<file path="src/hdl/kdc_cell.sv">
// One window cell: holds one recent text byte and compares it with a pattern character.
`timescale 1ns / 1ps
`default_nettype none
module kdc_cell (
	input  wire logic       clk,
	input  wire logic       arst_n,
	input  wire logic       shift,
	input  wire logic       clr,
	input  wire logic [7:0] din,
	input  wire logic [7:0] pchar,
	input  wire logic       en,
	output logic      [7:0] dout,
	output logic            ok
);
	logic [7:0] byte_q;

	// Hold the byte, take the neighbor's byte on a shift
	always_ff @(posedge clk or negedge arst_n) begin
		if (!arst_n) begin
			byte_q <= '0;
		end else if (clr) begin
			byte_q <= '0;
		end else if (shift) begin
			byte_q <= din;
		end
	end

	assign dout = byte_q;
	// Positions outside the pattern always pass
	assign ok   = !en || (byte_q == pchar);
endmodule
`default_nettype wire

</file>
<file path="config.mk">
export PLATFORM = sky130hd
export DESIGN_NAME = kdc_cell
export DESIGN_NICKNAME = d
export VERILOG_FILES = /design/src/hdl/kdc_cell.sv
export SDC_FILE = /design/constraint.sdc
export NUM_CORES = 1
export LEC_CHECK = 0
export BUFFER_PORTS_ARGS = -buffer_cell sky130_fd_sc_hd__buf_2
export CORE_AREA = 2 2 39 41
export CTS_CLUSTER_SIZE = 28
export DETAILED_ROUTE_END_ITERATION = 8
export DIE_AREA = 0 0 41 43
export REMOVE_ABC_BUFFERS = 1
export SLEW_MARGIN = 20
export SYNTH_ARGS = -nofsm -noshare
export SYNTH_HDL_FRONTEND = slang
export SYNTH_SLANG_ARGS = --single-unit
</file>
<file path="constraint.sdc">
create_clock -name clk -period 1.1 [get_ports clk]
set_input_delay 0.055 -clock clk [delete_from_list [all_inputs] [get_ports clk]]
set_output_delay 0.055 -clock clk [all_outputs]
set_load 0.02 [all_outputs]
</file>
# Word-level counts from Yosys, hierarchy flattened
# Cells that the tools add are included.
[word_totals]
ff_bits = 8
latch_bits = 0
ram_bits = 0
rom_bits = 0
out_inout_bits = 9
word_cells = 7
memories = 0
[classes]
addsub = 0
mul = 0
div = 0
magnitude_cmp = 0
n_eq_ne = 1
shifts = 0
muxes = 2
n_bitwise = 0
reduce_logical = 3
[ops]
columns = ["operator", "n"]
rows = [
  ["8-bit two-way mux", 2],
  ["8-bit == test", 1],
  ["2-bit nonzero test", 1],
  ["1-bit zero test", 1],
  ["1-bit logical OR", 1],
]

# Logic depth before layout (Yosys ltp)
[logic_depth]
ltp_word = 2
mapped_depth = 3

# Worst setup path before layout
# No wires, ideal clock.
[synth_timing]
path_type = "flip-flop to output port"
startpoint = "register byte_q[5], in the netlist dout[5]"
endpoint = "output port ok"
arrival_ns = 1.054
setup_slack_ns = -0.009
path_stages_with_launch = 4
path_cell_list = "dfrtp_1 > xnor2_1 > nand4_1 > o21ai_1"
[synth_between]
elab_chain_len = 2
[synth_rtl]
columns = ["element", "line_no", "rtl"]
rows = [
  ["start: declaration", "15", "logic [7:0] byte_q;"],
  ["start signal: assignment", "24", "byte_q <= din;"],
  ["8-bit == test", "30", "assign ok = !en || (byte_q == pchar);"],
  ["1-bit logical OR", "30", ""],
  ["end: declaration", "13", "output logic ok"],
]
# Every way passes these cells.

# Final worst setup path
[layout_timing]
startpoint = "register byte_q[4], in the netlist dout[4]"
endpoint = "output port ok"
# Same word-level chain as after synthesis.

==> summary.md <==
| Metric | Value |
|---|---|
| Status | `complete, but fails checks` |
| Violated checks | `negative setup slack` |
| Htree depth | `1` |
| Starting density of the core | `29.8%` |
| Rows | `14` |
| Largest net degree at the start of global routing | `9` |
| Port-buffer cells | `29` |
| Final period util | `113%` |
| Core Area | `1380 µm²` |
| Crit path largest cell delay | `0.41 ns` |
| Top cells by area, synth | `dfrtp_1 (48%), mux2i_1 (19%), xnor2_1 (17%), nor2_1 (7.3%), nand4_1 (3.0%)` |
| ANT cells | `0` |
| Setup WS post-layout | `-0.148 ns` |
| Async S/R FF share, synth | `100%` |
| Post-synthesis sequential area ratio | `48.5%` |
| Cts bufs inserted | `3` |
| Via count | `389` |
| Synth warn | `0` |
| Via density | `4.47` |
| Die W | `41 µm` |
| Clock slew at reported path FFs | `0.05 ns` |
| Synth cell count leaders | `dfrtp_1 (8), mux2i_1 (8), nor2_1 (8), xnor2_1 (8), nand4_1 (2)` |
| DRT antenna net count | `0` |
| Layout area overhead | `52.1%` |
| Post-Syn Area | `413 µm²` |
| Leak | `0.345 nW` |
| TritonCTS clock tree | `built` |
| Worst VDD drop | `0.493 mV` |
| PD cells | `1140 nW/µm²` |
| Worst hold path type | `input pin to flop` |
| Die area | `1760 µm²` |
| CP required | `1.04 ns` |
| Largest register FFs | `8` |
| Endpoint type of the worst setup path | `output pin` |
| Final net count | `94` |
| Number of synthesized flops with an enable pin | `0` |
| Die height | `43 µm` |
| DP HPWL | `737 µm` |
| Avg WL per Cell | `11.0 µm` |
| RSZ-0062 raised after global routing | `true` |
| Worst rel slew slack | `83.6%` |
| Post-Syn Instances | `37` |
| Crit-path cells | `xnor2_1, nand4_1, o21ai_1, buf_4` |
| Pre-CTS worst setup slack | `0.106 ns` |
| DRT Wirelength | `961 µm` |
| Grt ovf | `0` |
| First-pass GRT wire length | `1320 µm` |
| WP buf/inv | `1` |
| Setup Viol. Count Final | `1` |
| Gr usage total | `11.6%` |
| Worst Setup Start Kind | `flop` |
| Crit path DAT | `1.19 ns` |
| Vias in the first global route | `348` |
| Final Wtd Congestion | `0.698` |
| Post-synth top flop | `dfrtp_1` |
| Max Cap Viol | `0` |
| Layout cells sized above 1 | `50.7%` |
| Mapped Avg Cell Area | `11.2 µm²` |
| Final total power | `0.000716 W` |
| Post-synth top area share | `48.5%` |
| Clock Path Buffers | `2` |
| DRT iter0 DRCs | `4` |
| Drt drc | `0` |
| Slew @ Worst Pin | `0.247 ns` |
| Top delay family on crit path | `flip-flops` |
| Cell variety after synth | `8` |
| CTS sink cnt | `8` |
| Initial antenna violation count | `0` |
| CP max FO | `3` |
| Initial DRT Pass Iterations | `2` |
| Final Max Tran Viols | `0` |
| Clock Latency Late Sink | `0.25 ns` |
| Worst clock skew | `0 ns` |
| Final hold vios | `0` |
| Max Fclk | `801 MHz` |
| Setup CP Type | `flop to output pin` |
| Top Ports | `30` |
| Synth Register Bits | `8` |
| CTS root buffer | `clkbuf_4` |
| Slowest cell on crit path | `dfrtp_1` |
| Final min period | `1.25 ns` |
| Cell taking the most area after synthesis | `dfrtp_1` |
==> cell type report <==
type / count / area, µm²
fillers: 137 / 756
well taps: 16 / 20.0
flip-flops and latches: 8 / 200
multi-input cells: 27 / 205
clock buffers: 3 / 22.5
repair buffers: 33 / 180
==> worst paths after layout <==
path	start	end	slack (ns)	depth (start not counted)
setup / recovery	dout[4]	ok	-0.15	4
hold / removal	din[4]	dout[4]	0.05	3
setup reg to reg	dout[1]	dout[1]	0.28	3
hold reg to reg	dout[2]	dout[2]	0.57	2
max in group asynchronous	arst_n	dout[5]	0.76	2
min in group asynchronous	arst_n	dout[1]	0.18	2
==> power by group <==
| part | internal, W | switching (W) | leakage (nW) |
|---|---|---|---|
| registers | 0.000311 | 0.0000143 | 0.106 |
| logic | 0.0000888 | 0.0000818 | 0.225 |
| clock network | 0.000125 | 0.0000948 | 0.0138 |
==> kinds of logic after synthesis <==
| logic type | Yosys count | synth area share [%] |
|---|---|---|
| AND/OR/NAND/NOR | 10 | 10.3 |
| XOR/XNOR | 8 | 17.0 |
| multiplexers | 8 | 19.4 |
| flip-flops | 8 | 48.5 |
| buffers and inverters | 2 | 3.64 |
| AO/OA/AOI/OAI | 1 | 1.21 |
==> layer usage <==
| layer | part of all wire (%) | wire length, µm | vias to the layer above | global-route usage, % |
|---|---|---|---|---|
| met2 | 46 | 444 | 19 | 15.9 |
| met3 | 9.1 | 87 | 2 | 2.09 |
| met1 | 43 | 414 | 178 | 13.6 |
| met5 | 0 | 0 | - | 0 |
| met4 | 1.5 | 14 | 0 | 12.0 |
| li1 | - | - | 190 | - |
==> worst register-to-register path: stages, from the launching register on <==
cell     delay (ns)
dfrtp_1        0.38
buf_4          0.14
mux2i_1        0.14
nor2_1         0.05
==> layout by cell type (no fill, tap or decap) <==
master and n:
dfrtp_1 8, xnor2_2 1, buf_4 4, buf_2 28, o21ai_1 1, nand4_1 2
mux2i_1 8, xnor2_1 7, dlygate4sd3_1 1, nor2_1 8, clkbuf_4 3
==> metrics by stage <==
stage / hold WS, ns / TNS (ns) / std cells / utilization [%] / cell area (µm²)
floorplan: -0.241 / -0.00892 / 35 / - / 398
global placement: -0.0911 / 0 / 80 / 40.7 / 563
detailed placement: -0.0904 / 0 / 80 / 40.7 / 563
CTS: 0.0435 / -0.160 / 86 / 44.3 / 613
global route: 0.0582 / -0.207 / 87 / 45.4 / 628
finish: 0.0500 / -0.148 / 87 / 45.4 / 628
==> what timing repair did <==
| action | 4_1_cts | 5_1_grt |
|---|---|---|
| buffers inserted | 2 | 1 |
| resized for setup | 1 | 1 |
| pin swaps | 3 | 3 |
| endpoints found under the hold margin | 8 | 0 |
| endpoints found under the setup margin | 1 | 1 |
| gates cloned | 0 | 0 |
| hold buffers | 1 | 0 |
Note: power is estimated with default switching activity, not from simulation.
