File: src/hdl/kdc_pkg.sv
// Shared types and constants for the keyword density classifier.
`timescale 1ns / 1ps
`default_nettype none
package kdc_pkg;

	// Item operation codes
	localparam logic [1:0] OP_LOAD   = 2'd0;
	localparam logic [1:0] OP_SCAN   = 2'd1;
	localparam logic [1:0] OP_END    = 2'd2;
	localparam logic [1:0] OP_UNUSED = 2'd3;

	// File classes
	localparam logic [1:0] CLASS_FIRST  = 2'd0;
	localparam logic [1:0] CLASS_SECOND = 2'd1;
	localparam logic [1:0] CLASS_NONE   = 2'd2;
	localparam logic [1:0] CLASS_NOSEP  = 2'd3;

	// Configuration register indexes
	localparam logic REG_FIRST_TH  = 1'b0;
	localparam logic REG_SECOND_TH = 1'b1;

	localparam logic [15:0] FIRST_TH_RST  = 16'd6;
	localparam logic [15:0] SECOND_TH_RST = 16'd5;

	localparam int          PCT_W      = 16;
	localparam int          PCT_SCALE  = 100;
	localparam logic [7:0]  BYTE_SPACE = 8'h20;
	localparam logic [7:0]  BYTE_NL    = 8'h0A;

	typedef struct packed {
		logic [1:0] op;
		logic [7:0] slot;
		logic [4:0] char_position;
		logic [7:0] data_byte;
		logic       set_id;
		logic [5:0] pattern_length;
	} kdc_in_t;

	typedef struct packed {
		logic [1:0]  file_class;
		logic [31:0] first_set_hits;
		logic [31:0] second_set_hits;
		logic [31:0] separator_count;
		logic [15:0] first_set_pct;
		logic [15:0] second_set_pct;
	} kdc_out_t;

	typedef struct packed {
		logic             done;
		logic [PCT_W-1:0] pct;
	} kdc_div_res_t;

endpackage
`default_nettype wire

File: src/hdl/kdc_div.sv
// Iterative percentage divider: hits*100/separators, saturating at 16 bits.
`timescale 1ns / 1ps
`default_nettype none
module kdc_div #(
	parameter int COUNT_BITS = 32
) (
	input  wire logic                  clk,
	input  wire logic                  arst_n,
	input  wire logic                  start,
	input  wire logic [COUNT_BITS-1:0] hits,
	input  wire logic [COUNT_BITS-1:0] seps,
	output kdc_pkg::kdc_div_res_t      res
);
	import kdc_pkg::*;

	localparam int NW = COUNT_BITS + 7;
	localparam int WW = COUNT_BITS + PCT_W;
	localparam int RW = COUNT_BITS + 1;

	localparam logic [1:0] DV_IDLE = 2'd0;
	localparam logic [1:0] DV_CHK  = 2'd1;
	localparam logic [1:0] DV_RUN  = 2'd2;

	logic [1:0]       phase_q;
	logic [NW-1:0]    num_q;
	logic [15:0]      low_q;
	logic [RW-1:0]    rem_q;
	logic [15:0]      quo_q;
	logic [3:0]       step_q;
	logic             done_q;
	logic [WW-1:0]    wide_num;
	logic [WW-1:0]    wide_den;
	logic [RW-1:0]    trial;
	logic             ge;

	// Saturation test and one restoring step
	always_comb begin
		wide_num = WW'(num_q);
		wide_den = {seps, 16'b0};
		trial    = {rem_q[RW-2:0], low_q[15]};
		ge       = trial >= {1'b0, seps};
	end

	always_ff @(posedge clk or negedge arst_n) begin
		if (!arst_n) begin
			phase_q <= DV_IDLE;
			done_q  <= 1'b0;
			step_q  <= '0;
		end else begin
			done_q <= 1'b0;
			unique case (phase_q)
				DV_IDLE: begin
					if (start) begin
						phase_q <= DV_CHK;
					end
				end
				DV_CHK: begin
					if (wide_num >= wide_den) begin
						done_q  <= 1'b1;
						phase_q <= DV_IDLE;
					end else begin
						step_q  <= '0;
						phase_q <= DV_RUN;
					end
				end
				DV_RUN: begin
					step_q <= step_q + 4'd1;
					if (step_q == 4'd15) begin
						done_q  <= 1'b1;
						phase_q <= DV_IDLE;
					end
				end
				default: begin
					phase_q <= DV_IDLE;
				end
			endcase
		end
	end

	// Datapath
	always_ff @(posedge clk) begin
		if (phase_q == DV_IDLE && start) begin
			num_q <= NW'(hits) * NW'(PCT_SCALE);
		end
		if (phase_q == DV_CHK) begin
			if (wide_num >= wide_den) begin
				quo_q <= '1;
			end else begin
				rem_q <= RW'(num_q >> 16);
				low_q <= num_q[15:0];
			end
		end
		if (phase_q == DV_RUN) begin
			rem_q <= ge ? (trial - {1'b0, seps}) : trial;
			quo_q <= {quo_q[14:0], ge};
			low_q <= {low_q[14:0], 1'b0};
		end
	end

	assign res.done = done_q;
	assign res.pct  = quo_q;
endmodule
`default_nettype wire

File: config.mk
export PLATFORM = sky130hd
export DESIGN_NAME = kdc_div
export DESIGN_NICKNAME = d
export VERILOG_FILES = /design/src/hdl/kdc_pkg.sv /design/src/hdl/kdc_div.sv
export SDC_FILE = /design/constraint.sdc
export NUM_CORES = 1
export LEC_CHECK = 0
export BUFFER_PORTS_ARGS = -buffer_cell sky130_fd_sc_hd__buf_4
export CAP_MARGIN = 5
export CORE_MARGIN = 2
export CORE_UTILIZATION = 40
export CTS_CLUSTER_DIAMETER = 150
export DETAILED_ROUTE_END_ITERATION = 12
export SYNTH_ARGS = -nofsm -noshare
export SYNTH_HDL_FRONTEND = slang
export SYNTH_SLANG_ARGS = --single-unit
File: constraint.sdc
create_clock -name clk -period 17.37 [get_ports clk]
set_input_delay 5.211 -clock clk [delete_from_list [all_inputs] [get_ports clk]]
set_output_delay 5.211 -clock clk [all_outputs]
set_load 0.02 [all_outputs]
; ---- Word-level counts from Yosys, hierarchy flattened
; Index checks and enable logic that the tools add are counted.
[op_classes]
n_addsub = 2
n_mul = 1
order_cmp = 2
n_eq_ne = 7
n_mux = 19
reduce_logical = 8
[ops]
columns = op, count
row1 = $mux W32, 4
row2 = $mux W16, 6
row3 = $ge A39 B48 Y1, 1
row4 = $mul A32 B5 Y37 const B, 1
row5 = $ge A33 B32 Y1, 1
row6 = $sub A32 B32 Y32, 1
row7 = $pmux W4 S2, 1
row8 = $reduce_and A2 Y1, 4
row9 = $mux W2, 3
row10 = $ne A2 B2 Y1 const B, 3
row11 = $pmux W2 S3, 1
row12 = $add A4 B1 Y4 const B, 1
row13 = $eq A4 B4 Y1 const B, 1
row14 = $mux W4, 1
row15 = $reduce_bool A2 Y1, 2
row16 = $eq A2 B1 Y1 const B, 1
row17 = $eq A2 B2 Y1 const B, 1
row18 = $logic_not A2 Y1, 1
row19 = $mux W1, 2
row20 = $ne A2 B1 Y1 const B, 1
row21 = $pmux W1 S2, 1
row22 = $logic_and A1 B1 Y1, 1
[word_totals]
ff_bits = 107
elab_cells = 47

; ---- Logic depth before layout (Yosys ltp)
[logic_depth]
word_depth = 4
ltp_mapped = 15
ltp_nobuf = 14

; ---- Worst setup path after synthesis
; Ideal clock, no wire load.
[synth_path]
kind = input -> register
startpoint = in seps[1]
endpoint = reg low_q[10], enable pin
setup_time_ps = 520
t_arrival_ps = 9908
required_time_ps = 16850
setup_slack_ps = 6942
stages = 10
cell_sequence = inv_1 -> ha_1 -> nor2b_1 -> o21a_1 -> o21a_1 -> o21bai_1 -> a21oi_1 -> o21a_1 -> o21a_1 -> a21boi_0
[synth_between]
elab_chain_len = 3
[synth_rtl]
columns = element, line_no
row1 = start: declaration, kdc_div.sv:11  ; input wire logic [COUNT_BITS-1:0] seps,
row2 = $ge A39 B48 Y1, kdc_div.sv:86  ; if (wide_num >= wide_den) begin
row3 = $ne A2 B1 Y1 (no line), n/a
row4 = $reduce_and A2 Y1 (no line), n/a
row5 = end signal: assignment, kdc_div.sv:90  ; low_q <= num_q[15:0];
row6 = end signal: assignment, kdc_div.sv:96  ; low_q <= {low_q[14:0], 1'b0};
row7 = end: declaration, kdc_div.sv:26  ; logic [15:0] low_q;
; No other way between the ends.
; A chain may end at the register's enable or synchronous reset.

; ---- Worst setup path after layout
[layout_path]
startpoint = in hits[16]
endpoint = reg num_q[38] (data pin)
[layout_between]
elab_chain_len = 1
[layout_rtl]
columns = element, line_no
row1 = start: declaration, kdc_div.sv:10  ; input wire logic [COUNT_BITS-1:0] hits,
row2 = $mul A32 B5 Y37, kdc_div.sv:83  ; num_q <= NW'(hits) * NW'(PCT_SCALE);
row3 = end signal: assignment, kdc_div.sv:83
row4 = end: declaration, kdc_div.sv:25  ; logic [NW-1:0] num_q;
; No other way between the ends.

==> flow_summary.yaml <==
timing:
  post-route-period-util: 0.501
  report.final.slew_viol_count: 0
  skew_ns: 0.0137
  tns_ns: 0
  setup_viol: 0
  layout_min_cycle_time_ns: 8.70
  max_freq_ghz: 0.115
  worst_pin_slew_ns: 0.908
  rsz0062_at_grt: "no"
  slew_headroom: 0.395
  hold_violations: 0
routing:
  drt_iter0_markers: 414
  via_count: 8147
  wl_mm: 23.6
  antenna_left: 0
  drc: 0
  viasPerCell: 5.38
  first_pass_iters: 5
  routedWlPerCell_um: 15.6
setup_path:
  path_depth: 13
  cp.arrival_ns: 8.80
  end_kind: "register"
  ff2ff_setup_slack_ns: 13.86
  crit_buf_inv: 1
  worstPathRequired_ns: 17.47
  slowest_stage: "fa_1"
  cp_slowest_stage_delay_ns: 0.46
  cp_max_fo: 6
  critical_path_class: "in -> reg"
  critPathLaunchType: "input port"
  reg2reg_depth: 9
  critPathTopFamily: "compound AO/OA/AOI/OAI gates"
  path_common_cell: "ha_1"
  path_cells: "buf_4 > ha_1 > ha_1 > fa_1 > ha_1 > o21a_1 > o211a_1 > a221oi_1 > o2111ai_1 > a31o_2 > o31ai_2 > nor4bb_1 > or3_1"
global_routing:
  grt_use_met1: 0.247
  grt_max_degree: 83
  grt_pass1_wl_mm: 39.9
  grtUsageMet3: 0.0181
  grt_pass1_vias: 7947
  gr-total-overflow: 0
  antenna_found_initial: 0
  met2_usage: 0.288
  track_usage: 0.174
  grt_busiest_layer: "met2"
run:
  maxCapViolCount: 0
synth:
  ys_top_cells_by_count: "159 x ha_1, 158 x inv_1, 99 x edfxtp_1"
  syn_inst: 1106
  async_reset_ff_frac: 0.0660
  syn_area_um2: 10500
  synth_cell_types: 77
  ys_seq_area_frac: 0.301
  yosys-top-cells-area: "edfxtp_1 28%, ha_1 19%, inv_1 5.7%"
  synth-edff-count: 99
  synth.most_common_cell: "ha_1"
  yosys.area.top_type: "edfxtp_1"
  yosysTopAreaCellShare: 0.284
  synth_flop_cell: "edfxtp_1"
  ys_ff_latch: 106
  syn_nets: 1360
  yosysWarnings: 0
  syn_avg_cell_area_um2: 9.47
clock_network:
  cts_setup_buffers: 0
  cts_buffers: 9
  cts_sinks: 106
  cts.clk_slew.worst_paths_ns: 0.08
  cts_buffer_depth: 2
  hold_buffers: 0
  cts_tree: "done"
  cts_max_level: 3
  clockRootBuffer: "clkbuf_16"
  clock_latency_ns: 0.36
  cts_resized: 0
power:
  p_leak_nw: 5.37
  p_switching_w: 0.000764
  sw_frac_of_total: 0.439
  clkPwrFrac: 0.131
  p_seq_frac: 0.282
  p_per_area_nw_per_um2: 148
  ir_drop_mv: 0.0714
  intPower_w: 0.000977
  comb_power_share: 0.587
place:
  io_buffers: 83
  placed_cells: 1498
  routabilityCongestion: 0.849
  dp_hpwl_mm: 18.6
cells_and_area:
  area_growth_syn_to_layout_pct: 12.1
  instances_no_fill: 1513
  drive_gt1_frac: 0.123
  diodes: 0
  fillers: 2509
  fin_util: 0.453
  nets: 1428
worst_hold_path:
  worstHoldPathCells: 1
  worstHoldPathType: "reg -> reg"
floorplan:
  core.rowCount: 59
  die_area_um2: 27500
  coreArea_um2: 25900
  die_w_um: 166
  pin_count: 84
  die_h_um: 166
  start_util: 0.404
status:
  status: "finished clean"
==> path summary, 6_finish.rpt <==
| path | startpoint | to |
|---|---|---|
| setup / recovery | hits[16] | num_q[38]$_DFFE_PP_ |
| hold / removal | step_q[1]$_DFFE_PN0P_ | step_q[1]$_DFFE_PN0P_ |
| setup reg to reg | rem_q[19]$_DFFE_PP_ | rem_q[14]$_DFFE_PP_ |
| hold reg to reg | step_q[1]$_DFFE_PN0P_ | step_q[1]$_DFFE_PN0P_ |
| max in group asynchronous | arst_n | step_q[0]$_DFFE_PN0P_ |
| min in group asynchronous | arst_n | step_q[3]$_DFFE_PN0P_ |
==> power groups by stage <==
stage | Sequential (W) | Clock, W | Combinational (W)
3_3_place_gp | 0.000495 | 0 | 0.00100
3_5_place_dp | 0.000496 | 0 | 0.00102
5_1_grt | 0.000502 | 0.000241 | 0.00115
6_report | 0.000491 | 0.000228 | 0.00102
4_1_cts | 0.000492 | 0.000233 | 0.00102
2_1_floorplan | 0.000486 | 0 | 0.000790
==> area by class of cell <==
type | instances | area (µm²) | share of cell area
inverters | 159 | 597 | 0.0508
multi-input cells | 809 | 6580 | 0.561
well taps | 335 | 419 | 0.0357
clock buffers | 9 | 225 | 0.0192
repair buffers | 89 | 668 | 0.0569
flip-flops and latches | 106 | 3150 | 0.268
clock inverters | 6 | 101 | 0.00863
==> per-layer routing <==
layer  vias up  wire [µm]
li1       4152          -
met1      3845      11800
met2       135      10900
met3        15        701
met4         0        301
met5         -          0
==> cell usage in the layout, fill, tap and decap left out, drive strengths merged, types with 7 or more instances in the layout <==
master  instances
a211o           7
a211oi          9
a21o           42
a21oi          62
a31oi          27
and2            7
and3           12
buf            89
clkbuf          9
dfrtp           7
edfxtp         99
fa             28
ha            159
inv           159
mux2           14
nand2          43
nand2b         26
nand3          43
nand4          20
nor2           55
nor2b          12
nor3           21
nor4            8
o211ai         11
o21a           11
o21ai          57
o21bai         12
or3             8
xnor2          37
xor2           11
==> registers in the layout (all words and copies together), names as in the netlist <==
name     cells
num_q       37
low_q       14
rem_q       32
phase_q      2
step_q       4
done_q       1
quo_q       16
==> cell families (layout without fill, tap and decap cells) <==
group / after synthesis / count (layout) / share of synthesized area
xor gates and xnor gates: 48 / 48 / 0.0401
DFF: 106 / 106 / 0.301
muxes: 15 / 15 / 0.0160
buffers and inverters: 191 / 263 / 0.0734
and+or+nand+nor: 270 / 270 / 0.136
AOI/OAI and AO/OA: 289 / 289 / 0.190
adders and majority gates: 187 / 187 / 0.244
==> stage by stage <==
| step | area [µm²] | worst slack, ns | hold WS [ns] | total power [W] |
|---|---|---|---|---|
| after floorplan | 10500 | 6.94 | 0.474 | 0.00128 |
| after global placement | 11400 | 8.33 | 0.503 | 0.00150 |
| after detailed placement | 11400 | 8.32 | 0.509 | 0.00151 |
| after CTS | 11700 | 8.67 | 0.527 | 0.00175 |
| after global routing | 11700 | 8.53 | 0.547 | 0.00190 |
| final | 11700 | 8.67 | 0.527 | 0.00174 |
No activity file was read; power rests on OpenSTA's default activity.
